File: src/rtl/deep_sample_flatten_under_top_defines.svh
// assertion macros for the deep sample flattener
// used by the top level only, no other dependencies
`ifndef DEEP_SAMPLE_FLATTEN_UNDER_TOP_DEFINES_SVH
`define DEEP_SAMPLE_FLATTEN_UNDER_TOP_DEFINES_SVH

// same-cycle implication, disabled during reset
`define DSFU_ASSERT_IMPLY(lbl, clk_s, rst_s, ante, cons, msg) \
  lbl: assert property (@(posedge clk_s) disable iff (rst_s) (ante) |-> (cons)) \
    else $error(msg);

// next-cycle implication, disabled during reset
`define DSFU_ASSERT_NEXT(lbl, clk_s, rst_s, ante, cons, msg) \
  lbl: assert property (@(posedge clk_s) disable iff (rst_s) (ante) |=> (cons)) \
    else $error(msg);

`endif

File: src/rtl/dsfu_pkg.sv
// types, constants and arithmetic helpers for the deep sample flattener
// no dependencies
`default_nettype none

package dsfu_pkg;

  localparam int CHANNELS    = 8;
  localparam int FRAC_BITS   = 12;
  localparam int DATA_W      = 16;
  localparam int SLOT_W      = 4;
  localparam int CFG_INDEX_W = 2;
  localparam int QUEUE_DEPTH = 2;
  localparam int WEIGHT_W    = DATA_W + 2;
  localparam int MUL_W       = DATA_W + WEIGHT_W;
  localparam int WIDE_W      = MUL_W + 2;

  typedef logic signed [DATA_W-1:0]   fx_t;
  typedef logic signed [SLOT_W-1:0]   slot_t;
  typedef logic signed [WEIGHT_W-1:0] wt_t;
  typedef logic signed [MUL_W-1:0]    mul_t;
  typedef logic signed [WIDE_W-1:0]   wide_t;

  // register indexes
  localparam logic [CFG_INDEX_W-1:0] REG_RED   = CFG_INDEX_W'(0);
  localparam logic [CFG_INDEX_W-1:0] REG_GREEN = CFG_INDEX_W'(1);
  localparam logic [CFG_INDEX_W-1:0] REG_BLUE  = CFG_INDEX_W'(2);
  localparam logic [CFG_INDEX_W-1:0] REG_ALPHA = CFG_INDEX_W'(3);

  // register reset values
  localparam slot_t RST_RED_SLOT   = slot_t'(0);
  localparam slot_t RST_GREEN_SLOT = slot_t'(1);
  localparam slot_t RST_BLUE_SLOT  = slot_t'(2);
  localparam slot_t RST_ALPHA_SLOT = slot_t'(3);

  localparam fx_t   ONE_FX  = fx_t'(2 ** FRAC_BITS);
  localparam fx_t   ZERO_FX = fx_t'(0);
  localparam fx_t   FX_MAX  = fx_t'(32767);
  localparam fx_t   FX_MIN  = fx_t'(-32768);
  localparam wide_t FX_MAX_W = wide_t'(32767);
  localparam wide_t FX_MIN_W = wide_t'(-32768);
  localparam wide_t HALF_W   = wide_t'(2 ** (FRAC_BITS - 1));

  typedef struct packed {
    fx_t  chan0;
    fx_t  chan1;
    fx_t  chan2;
    fx_t  chan3;
    fx_t  chan4;
    fx_t  chan5;
    fx_t  chan6;
    fx_t  chan7;
    logic last_sample;
    logic empty_pixel;
  } sample_t;

  typedef struct packed {
    fx_t red;
    fx_t green;
    fx_t blue;
    fx_t alpha;
  } pixel_t;

  // classified sample handed from front to back
  typedef struct packed {
    fx_t  sr;
    fx_t  sg;
    fx_t  sb;
    fx_t  sa;
    logic last_sample;
    logic empty_pixel;
  } work_t;

  // saturate a wide sum to 16 bits signed
  function automatic fx_t sat16(wide_t v);
    fx_t r;
    if (v > FX_MAX_W) begin
      r = FX_MAX;
    end else if (v < FX_MIN_W) begin
      r = FX_MIN;
    end else begin
      r = fx_t'(v[DATA_W-1:0]);
    end
    return r;
  endfunction

  // s * w / 2^frac, round to nearest with ties toward plus infinity
  function automatic wide_t scale_term(fx_t s, wt_t w);
    mul_t  m;
    wide_t p;
    m = mul_t'(s) * mul_t'(w);
    p = wide_t'(m) + HALF_W;
    return p >>> FRAC_BITS;
  endfunction

  // channel value in a slot, or the default when the slot is absent
  function automatic fx_t pick(sample_t it, slot_t slot, fx_t dflt);
    fx_t ch [8];
    fx_t r;
    ch[0] = it.chan0;
    ch[1] = it.chan1;
    ch[2] = it.chan2;
    ch[3] = it.chan3;
    ch[4] = it.chan4;
    ch[5] = it.chan5;
    ch[6] = it.chan6;
    ch[7] = it.chan7;
    if (slot < slot_t'(0) || int'(slot) >= CHANNELS) begin
      r = dflt;
    end else begin
      r = ch[slot[SLOT_W-2:0]];
    end
    return r;
  endfunction

endpackage

`default_nettype wire

File: src/rtl/dsfu_sample_if.sv
// sample input channel: valid, ready and one deep sample
// depends on dsfu_pkg
`default_nettype none

interface dsfu_sample_if;
  logic              valid;
  logic              ready;
  dsfu_pkg::sample_t payload;

  modport source (output valid, output payload, input ready);
  modport sink (input valid, input payload, output ready);
endinterface

`default_nettype wire

File: src/rtl/dsfu_pixel_if.sv
// pixel output channel: valid, ready and one flattened rgba result
// depends on dsfu_pkg
`default_nettype none

interface dsfu_pixel_if;
  logic             valid;
  logic             ready;
  dsfu_pkg::pixel_t payload;

  modport source (output valid, output payload, input ready);
  modport sink (input valid, input payload, output ready);
endinterface

`default_nettype wire

File: src/rtl/dsfu_queue.sv
// short fifo between the classifying front and the compositing back
// depends on dsfu_pkg
`default_nettype none

module dsfu_queue (
  input  logic            clk,
  input  logic            rst,
  input  logic            in_valid,
  output logic            in_ready,
  input  dsfu_pkg::work_t in_data,
  output logic            out_valid,
  input  logic            out_ready,
  output dsfu_pkg::work_t out_data
);
  import dsfu_pkg::*;

  localparam int PTR_W = (QUEUE_DEPTH > 1) ? $clog2(QUEUE_DEPTH) : 1;
  localparam int CNT_W = $clog2(QUEUE_DEPTH + 1);

  work_t             mem [QUEUE_DEPTH];
  logic [PTR_W-1:0]  wr_ptr;
  logic [PTR_W-1:0]  rd_ptr;
  logic [CNT_W-1:0]  count;
  logic              wr_en;
  logic              rd_en;

  assign in_ready  = (count != CNT_W'(QUEUE_DEPTH));
  assign out_valid = (count != '0);
  assign wr_en     = in_valid && in_ready;
  assign rd_en     = out_valid && out_ready;
  assign out_data  = mem[rd_ptr];

  // storage write
  always_ff @(posedge clk) begin
    if (wr_en) begin
      mem[wr_ptr] <= in_data;
    end
  end

  // pointers and fill count
  always_ff @(posedge clk) begin
    if (rst) begin
      wr_ptr <= '0;
      rd_ptr <= '0;
      count  <= '0;
    end else begin
      if (wr_en) begin
        wr_ptr <= (wr_ptr == PTR_W'(QUEUE_DEPTH - 1)) ? '0 : wr_ptr + PTR_W'(1);
      end
      if (rd_en) begin
        rd_ptr <= (rd_ptr == PTR_W'(QUEUE_DEPTH - 1)) ? '0 : rd_ptr + PTR_W'(1);
      end
      unique case ({wr_en, rd_en})
        2'b10:   count <= count + CNT_W'(1);
        2'b01:   count <= count - CNT_W'(1);
        default: count <= count;
      endcase
    end
  end

endmodule

`default_nettype wire

File: src/rtl/dsfu_front.sv
// front end: channel slot registers and rgba selection of each sample
// depends on dsfu_pkg and dsfu_sample_if
`default_nettype none

module dsfu_front (
  input  logic                                clk,
  input  logic                                rst,
  dsfu_sample_if.sink                         samples,
  input  logic                                cfg_we,
  input  logic [dsfu_pkg::CFG_INDEX_W-1:0]    cfg_index,
  input  logic [dsfu_pkg::SLOT_W-1:0]         cfg_data,
  output logic                                push_valid,
  input  logic                                push_ready,
  output dsfu_pkg::work_t                     push_data
);
  import dsfu_pkg::*;

  slot_t red_slot;
  slot_t green_slot;
  slot_t blue_slot;
  slot_t alpha_slot;

  // channel slot registers
  always_ff @(posedge clk) begin
    if (rst) begin
      red_slot   <= RST_RED_SLOT;
      green_slot <= RST_GREEN_SLOT;
      blue_slot  <= RST_BLUE_SLOT;
      alpha_slot <= RST_ALPHA_SLOT;
    end else if (cfg_we) begin
      unique case (cfg_index)
        REG_RED:   red_slot   <= slot_t'(cfg_data);
        REG_GREEN: green_slot <= slot_t'(cfg_data);
        REG_BLUE:  blue_slot  <= slot_t'(cfg_data);
        REG_ALPHA: alpha_slot <= slot_t'(cfg_data);
      endcase
    end
  end

  // pick rgba out of the sample, absent alpha is opaque
  always_comb begin
    push_data.sr          = pick(samples.payload, red_slot, ZERO_FX);
    push_data.sg          = pick(samples.payload, green_slot, ZERO_FX);
    push_data.sb          = pick(samples.payload, blue_slot, ZERO_FX);
    push_data.sa          = pick(samples.payload, alpha_slot, ONE_FX);
    push_data.last_sample = samples.payload.last_sample;
    push_data.empty_pixel = samples.payload.empty_pixel;
  end

  assign push_valid    = samples.valid;
  assign samples.ready = push_ready;

endmodule

`default_nettype wire

File: src/rtl/dsfu_back.sv
// back end: under-compositing accumulators and the registered pixel output
// depends on dsfu_pkg and dsfu_pixel_if
`default_nettype none

module dsfu_back (
  input  logic            clk,
  input  logic            rst,
  input  logic            q_valid,
  output logic            q_ready,
  input  dsfu_pkg::work_t q_data,
  dsfu_pixel_if.source    pixels
);
  import dsfu_pkg::*;

  fx_t    acc_red;
  fx_t    acc_green;
  fx_t    acc_blue;
  fx_t    acc_alpha;
  logic   opaque_reached;
  logic   out_valid;
  pixel_t out_data;

  wt_t    weight;
  fx_t    red_sum;
  fx_t    green_sum;
  fx_t    blue_sum;
  fx_t    alpha_sum;
  logic   alpha_hit;
  pixel_t upd;
  logic   emit;
  logic   pop;

  // one multiply-add per channel against the remaining transparency
  always_comb begin
    weight    = wt_t'(ONE_FX) - wt_t'(acc_alpha);
    red_sum   = sat16(wide_t'(acc_red) + scale_term(q_data.sr, weight));
    green_sum = sat16(wide_t'(acc_green) + scale_term(q_data.sg, weight));
    blue_sum  = sat16(wide_t'(acc_blue) + scale_term(q_data.sb, weight));
    alpha_sum = sat16(wide_t'(acc_alpha) + scale_term(q_data.sa, weight));
    alpha_hit = (alpha_sum >= ONE_FX);
    if (opaque_reached) begin
      upd.red   = acc_red;
      upd.green = acc_green;
      upd.blue  = acc_blue;
      upd.alpha = acc_alpha;
    end else begin
      upd.red   = red_sum;
      upd.green = green_sum;
      upd.blue  = blue_sum;
      upd.alpha = alpha_hit ? ONE_FX : alpha_sum;
    end
  end

  // take from the queue unless a result would overrun a stalled output
  assign emit    = q_data.last_sample || q_data.empty_pixel;
  assign q_ready = !emit || !out_valid || pixels.ready;
  assign pop     = q_valid && q_ready;

  // accumulators and output valid
  always_ff @(posedge clk) begin
    if (rst) begin
      acc_red        <= ZERO_FX;
      acc_green      <= ZERO_FX;
      acc_blue       <= ZERO_FX;
      acc_alpha      <= ZERO_FX;
      opaque_reached <= 1'b0;
      out_valid      <= 1'b0;
    end else begin
      if (out_valid && pixels.ready) begin
        out_valid <= 1'b0;
      end
      if (pop) begin
        if (emit) begin
          acc_red        <= ZERO_FX;
          acc_green      <= ZERO_FX;
          acc_blue       <= ZERO_FX;
          acc_alpha      <= ZERO_FX;
          opaque_reached <= 1'b0;
          out_valid      <= 1'b1;
        end else begin
          acc_red        <= upd.red;
          acc_green      <= upd.green;
          acc_blue       <= upd.blue;
          acc_alpha      <= upd.alpha;
          opaque_reached <= opaque_reached || alpha_hit;
        end
      end
    end
  end

  // result register, empty pixel gives transparent black
  always_ff @(posedge clk) begin
    if (pop && emit) begin
      if (q_data.empty_pixel) begin
        out_data <= '0;
      end else begin
        out_data <= upd;
      end
    end
  end

  assign pixels.valid   = out_valid;
  assign pixels.payload = out_data;

endmodule

`default_nettype wire

File: src/rtl/deep_sample_flatten_under_top.sv
// Deep pixel flattener. Samples of one pixel arrive front to back, one per
// transfer, and are folded in with the under operator; the last sample or an
// empty-pixel item releases one saturated Q3.12 RGBA result. A new sample is
// taken every clock cycle while the queue has room, the rate set by the
// accumulator update in the back end (one multiply-add per channel, alpha
// feeding the weight of the next sample). A result is presented through a
// two-entry queue and a registered output; a stalled output holds back only
// items that would produce a result until the queue fills. No clearing pass
// after reset. The user writes slot registers through cfg_we/cfg_index/
// cfg_data only while the block is idle; the block does not enforce this.
// depends on dsfu_pkg, the channel interfaces, front, queue and back
`default_nettype none

`include "deep_sample_flatten_under_top_defines.svh"

module deep_sample_flatten_under_top (
  input  logic                              clk,
  input  logic                              rst,
  dsfu_sample_if.sink                       samples,
  dsfu_pixel_if.source                      pixels,
  input  logic                              cfg_we,
  input  logic [dsfu_pkg::CFG_INDEX_W-1:0]  cfg_index,
  input  logic [dsfu_pkg::SLOT_W-1:0]       cfg_data
);
  import dsfu_pkg::*;

  logic  push_valid;
  logic  push_ready;
  work_t push_data;
  logic  q_valid;
  logic  q_ready;
  work_t q_data;

  // classify samples
  dsfu_front u_front (
    .clk        (clk),
    .rst        (rst),
    .samples    (samples),
    .cfg_we     (cfg_we),
    .cfg_index  (cfg_index),
    .cfg_data   (cfg_data),
    .push_valid (push_valid),
    .push_ready (push_ready),
    .push_data  (push_data)
  );

  // decouple front and back
  dsfu_queue u_queue (
    .clk       (clk),
    .rst       (rst),
    .in_valid  (push_valid),
    .in_ready  (push_ready),
    .in_data   (push_data),
    .out_valid (q_valid),
    .out_ready (q_ready),
    .out_data  (q_data)
  );

  // composite and emit
  dsfu_back u_back (
    .clk     (clk),
    .rst     (rst),
    .q_valid (q_valid),
    .q_ready (q_ready),
    .q_data  (q_data),
    .pixels  (pixels)
  );

  // checks
  `DSFU_ASSERT_IMPLY(a_alpha_clamped, clk, rst, pixels.valid, pixels.payload.alpha <= ONE_FX, "flattened alpha above one")
  `DSFU_ASSERT_NEXT(a_empty_emits, clk, rst, q_valid && q_ready && q_data.empty_pixel, pixels.valid && pixels.payload.alpha == ZERO_FX, "empty pixel did not give transparent black")
  `DSFU_ASSERT_IMPLY(a_no_overrun, clk, rst, pixels.valid && !pixels.ready && (q_data.last_sample || q_data.empty_pixel), !q_ready, "result item taken while output stalled")

endmodule

`default_nettype wire

File: src/flat_wrapper.sv
// flat-port wrapper written by rule: the top's interface ports become plain ports
module deep_sample_flatten_under_top_flat import dsfu_pkg::*;
  (clk, rst, cfg_we, cfg_index, cfg_data, samples_valid, samples_payload, samples_ready, pixels_valid, pixels_payload, pixels_ready);
  dsfu_sample_if samples_i ();
  dsfu_pixel_if pixels_i ();
  input  logic clk;
  input  logic rst;
  input  logic cfg_we;
  input  logic [dsfu_pkg::CFG_INDEX_W-1:0] cfg_index;
  input  logic [dsfu_pkg::SLOT_W-1:0] cfg_data;
  input wire logic [$bits(samples_i.valid)-1:0] samples_valid;
  input wire logic [$bits(samples_i.payload)-1:0] samples_payload;
  output wire logic [$bits(samples_i.ready)-1:0] samples_ready;
  output wire logic [$bits(pixels_i.valid)-1:0] pixels_valid;
  output wire logic [$bits(pixels_i.payload)-1:0] pixels_payload;
  input wire logic [$bits(pixels_i.ready)-1:0] pixels_ready;
  assign samples_i.valid = samples_valid;
  assign samples_i.payload = samples_payload;
  assign samples_ready = samples_i.ready;
  assign pixels_valid = pixels_i.valid;
  assign pixels_payload = pixels_i.payload;
  assign pixels_i.ready = pixels_ready;
  deep_sample_flatten_under_top u_core (.clk(clk), .rst(rst), .samples(samples_i), .pixels(pixels_i), .cfg_we(cfg_we), .cfg_index(cfg_index), .cfg_data(cfg_data));
endmodule
File: config.mk
export PLATFORM = sky130hd
export DESIGN_NAME = deep_sample_flatten_under_top_flat
export DESIGN_NICKNAME = d
export VERILOG_FILES = /design/src/rtl/dsfu_pkg.sv /design/src/rtl/dsfu_sample_if.sv /design/src/rtl/dsfu_pixel_if.sv /design/src/rtl/dsfu_queue.sv /design/src/rtl/dsfu_front.sv /design/src/rtl/dsfu_back.sv /design/src/rtl/deep_sample_flatten_under_top.sv /design/src/flat_wrapper.sv
export VERILOG_INCLUDE_DIRS = /design/src /design/src/rtl
export SDC_FILE = /design/constraint.sdc
export NUM_CORES = 2
export LEC_CHECK = 0
export BUFFER_PORTS_ARGS = -buffer_cell sky130_fd_sc_hd__buf_2
export CORE_ASPECT_RATIO = 0.9
export CORE_UTILIZATION = 60
export CTS_CLUSTER_DIAMETER = 120
export CTS_CLUSTER_SIZE = 30
export DETAILED_ROUTE_END_ITERATION = 8
export GPL_TIMING_DRIVEN = 0
export PLACE_DENSITY = 0.87
export SYNTH_ARGS = -nofsm -noshare
export SYNTH_HDL_FRONTEND = slang
export SYNTH_SLANG_ARGS = --single-unit
File: constraint.sdc
create_clock -name clk -period 10.3 [get_ports clk]
set_input_delay 1.03 -clock clk [delete_from_list [all_inputs] [get_ports clk]]
set_output_delay 1.03 -clock clk [all_outputs]
set_load 0.005 [all_outputs]
==> impl_metrics.py <==
metrics = {
    "run_status": {
        "status": "finished, violations left",
        "violations": "design-rule violations, max-capacitance violations, max-slew violations, negative setup slack",
    },
    "synth": {
        "synth_seq_cells": 283,
        "yosysTopAreaCell": "fa_1",
        "synth_top_area_frac": 0.377,
        "yosysWarnings": 0,
        "syn_area_per_cell_um2": 9.42,
        "synth-edff-count": 196,
        "yosys_most_used_dff": "edfxtp_1",
        "synth_cell_type_count": 90,
        "netlist_area_um2": 59500,
        "synth_area_leaders": "fa_1, edfxtp_1, ha_1, inv_1, nand2_1",
        "ys_top_cells_by_count": "inv_1, fa_1, nand2_1",
        "yosysMostFrequentCell": "inv_1",
        "yosysSeqAreaShare": 0.128,
        "syn_nets": 7993,
        "synth_cells": 6317,
        "async_flop_share": 0,
    },
    "grt": {
        "grt_util_met3": 0.192,
        "grt_pass1_vias": 54900,
        "busiest_layer": "met2",
        "gr-total-overflow": 0,
        "met1_usage": 0.512,
        "grt_start_max_net_pins": 65,
        "grt_pass1_wl_um": 324000,
        "track_usage": 0.436,
        "antenna_found_initial": 31,
        "use_met2": 0.637,
    },
    "worst_setup_path": {
        "cp.depth": 39,
        "required_ps": 10610,
        "crit_path_end_kind": "flop",
        "crit_type": "reg2reg",
        "worstReg2RegEnd": "u_core.u_back.pixels.payload[41]",
        "cp_max_fo": 10,
        "cpMostUsedCell": "fa_1",
        "crit_slowest_cell": "mux2i_2",
        "reg2reg_slack_ps": -1080,
        "crit_family": "adder cells",
        "worst_setup_path_start_kind": "flop",
        "worstPathBufferInverterCount": 9,
        "cp_data_arrival_time_ps": 11690,
        "ff2ff_path_depth": 39,
        "max_stage_delay_ps": 750,
    },
    "timing": {
        "maxSlewHeadroom": -0.536,
        "fmax_ghz": 0.0879,
        "worst_slack_ps": -1080,
        "clock_skew_ps": 52.4,
        "rsz0062_at_grt": "true",
        "hold_viol_final": 0,
        "worst_pin_slew_ps": 2240,
        "fin_setup_tns_ps": -105040,
        "period_share": 1.10,
        "setup_viol": 127,
        "final_max_slew_viol_count": 39,
        "finalCriticalPeriod_ps": 11380,
        "hold_slack_ps": 515,
    },
    "die": {
        "core_area_um2": 98300,
        "num_rows": 109,
        "die_h_um": 301,
        "ios": 207,
        "start_util": 0.605,
        "dieArea_um2": 100000,
        "die_x_um": 334,
    },
    "clocking": {
        "cts_sinks": 283,
        "clock-root-buffer": "clkbuf_16",
        "path_clk_slew_ps": 120,
        "cts.path.max_buffers": 3,
        "insertion_delay_ps": 590,
        "cts_tree": "done",
        "holdBufCountCts": 0,
        "numCtsBuffers": 14,
        "htreeDepth": 1,
    },
    "flow_run": {
        "maxCapViolCount": 5,
    },
    "final_layout": {
        "multi_input_area_um2": 50000,
        "fillers": 6467,
        "drive_above_1_share": 0.206,
        "seq_area_um2": 7630,
        "syn_to_final_growth_pct": 17.8,
        "layout.nets": 8496,
    },
    "hold_path": {
        "whs_endpoint": "u_core.u_back.acc_green[3]",
        "hold_path.startpoint": "u_core.u_back.acc_green[3]",
        "hold-path-cell-count": 2,
        "hp-class": "reg2reg",
    },
    "routing": {
        "finalWirelength_um": 229000,
        "viasPerCell": 6.59,
        "dr.pass1.iters": 9,
        "vias": 53900,
        "drt_iter0_markers": 7644,
        "drtAntennaViolNets": 0,
        "post_drt_wl_per_cell_um": 28.0,
        "drc": 238,
    },
    "place": {
        "place_congestion": 1.08,
        "post-place-ws_ps": -3120,
        "port_buffers": 206,
        "post-dp-hpwl_um": 162000,
    },
}
## routing by layer
metal | wire, um | part of all wire
met4 | 23700 | 0.10
met1 | 71100 | 0.31
met5 | 244 | 0.0011
met2 | 95300 | 0.42
met3 | 38900 | 0.17
## worst register-to-register path, delay by kind of cell (launching register included)
| kind | cells | cell delay [ps] |
|---|---|---|
| buf+inv | 9 | 2190 |
| compound gates | 11 | 2180 |
| xor+xnor | 2 | 270 |
| fa+ha+maj | 8 | 3790 |
| simple gates | 8 | 1440 |
| flops | 1 | 470 |
| mux | 1 | 760 |
## cells in the final DEF (no fill, tap or decap), drive strengths merged, types with 9 or more instances in the layout
| cell | netlist | layout |
|---|---|---|
| mux4 | 128 | 128 |
| a211o | 13 | 13 |
| nand4 | 19 | 19 |
| xor2 | 60 | 60 |
| diode | 0 | 25 |
| dfxtp | 87 | 87 |
| a221oi | 39 | 39 |
| o211ai | 13 | 13 |
| nor2b | 24 | 24 |
| buf | 72 | 575 |
| fa | 1121 | 1121 |
| mux2i | 109 | 109 |
| nand3 | 46 | 46 |
| ha | 414 | 414 |
| o31ai | 16 | 16 |
| and3 | 12 | 12 |
| a31oi | 25 | 25 |
| and2 | 84 | 84 |
| or2 | 9 | 9 |
| nor3 | 52 | 52 |
| nand2 | 800 | 800 |
| o22ai | 10 | 10 |
| nand2b | 56 | 56 |
| o21a | 39 | 39 |
| nand3b | 12 | 12 |
| clkbuf | 225 | 229 |
| mux2 | 51 | 51 |
| o21ai | 137 | 137 |
| inv | 1266 | 1265 |
| or3 | 22 | 22 |
| o221ai | 9 | 9 |
| xnor2 | 140 | 140 |
| o21bai | 13 | 13 |
| edfxtp | 196 | 196 |
| a211oi | 35 | 35 |
| nor2 | 587 | 587 |
| a21oi | 205 | 205 |
| a21o | 66 | 66 |
## sequential cells by signal, indices dropped and copies added, names as in the netlist, named ones only
name / flops
u_core.u_front.blue_slot: 4
u_core.u_back.opaque_reached: 1
u_core.u_queue.rd_ptr: 1
u_core.u_back.acc_red: 16
u_core.u_front.green_slot: 4
u_core.u_back.pixels.payload: 64
u_core.u_queue.wr_ptr: 1
u_core.u_front.red_slot: 4
u_core.u_back.acc_blue: 16
u_core.u_queue.mem: 132
u_core.u_back.acc_alpha: 16
u_core.u_front.alpha_slot: 4
u_core.u_back.acc_green: 16
u_core.u_queue.count: 2
u_core.u_back.pixels.valid: 1
## layout make-up
cell class	count	area share
Buffer	286	0.0251
Sequential cell	283	0.109
Clock inverter	4	0.000839
Multi-Input combinational cell	4471	0.713
Antenna cell	25	0.000892
Clock buffer	20	0.00562
Tap cell	1332	0.0238
Timing Repair Buffer	498	0.0537
Inverter	1266	0.0680
## per-stage QoR
step | util | cell area (um2) | cells
after floorplan | - | 59700 | 6317
after global placement | 0.634 | 62400 | 7855
after detailed placement | 0.636 | 62500 | 7862
after CTS | 0.696 | 68400 | 8092
after global routing | 0.713 | 70100 | 8167
final | 0.713 | 70100 | 8185
## cells by family (layout without fill, tap and decap cells)
family,after synthesis,in the layout,share of synthesized area
other cells,0,25,0
simple gates,1752,1752,0.125
flops,283,283,0.128
buf+inv,1563,2074,0.0997
fa+ha+maj,1538,1538,0.464
compound gates,693,693,0.0765
mux,288,288,0.0764
xor+xnor,200,200,0.0294
## worst max path at each step
stage | slack [ps] | endpoint | startpoint
final | -1080 | u_core.u_back.pixels.payload[41] | flop
after global routing | -1160 | u_core.u_back.pixels.payload[40] | u_core.u_back.acc_alpha[2]
after CTS | -440 | u_core.u_back.pixels.payload[36] | u_core.u_back.acc_alpha[0]
after detailed placement | -3120 | u_core.u_back.pixels.payload[39] | flop
after global placement | -3240 | u_core.u_back.pixels.payload[14] | u_core.u_back.acc_alpha[3]
after floorplan | 30 | u_core.u_back.pixels.payload[36] | u_core.u_back.acc_alpha[0]
## timing repair
| action | in CTS | in global routing |
|---|---|---|
| resized for setup | 862 | 263 |
| endpoints found under the setup margin | 129 | 129 |
| cloned | 13 | 1 |
| pin swaps | 219 | 158 |
| setup buffers | 202 | 74 |
Power is left out: the tool's default activity adds up to more than one toggle a clock period on the data nets, which glitch-free logic cannot reach.
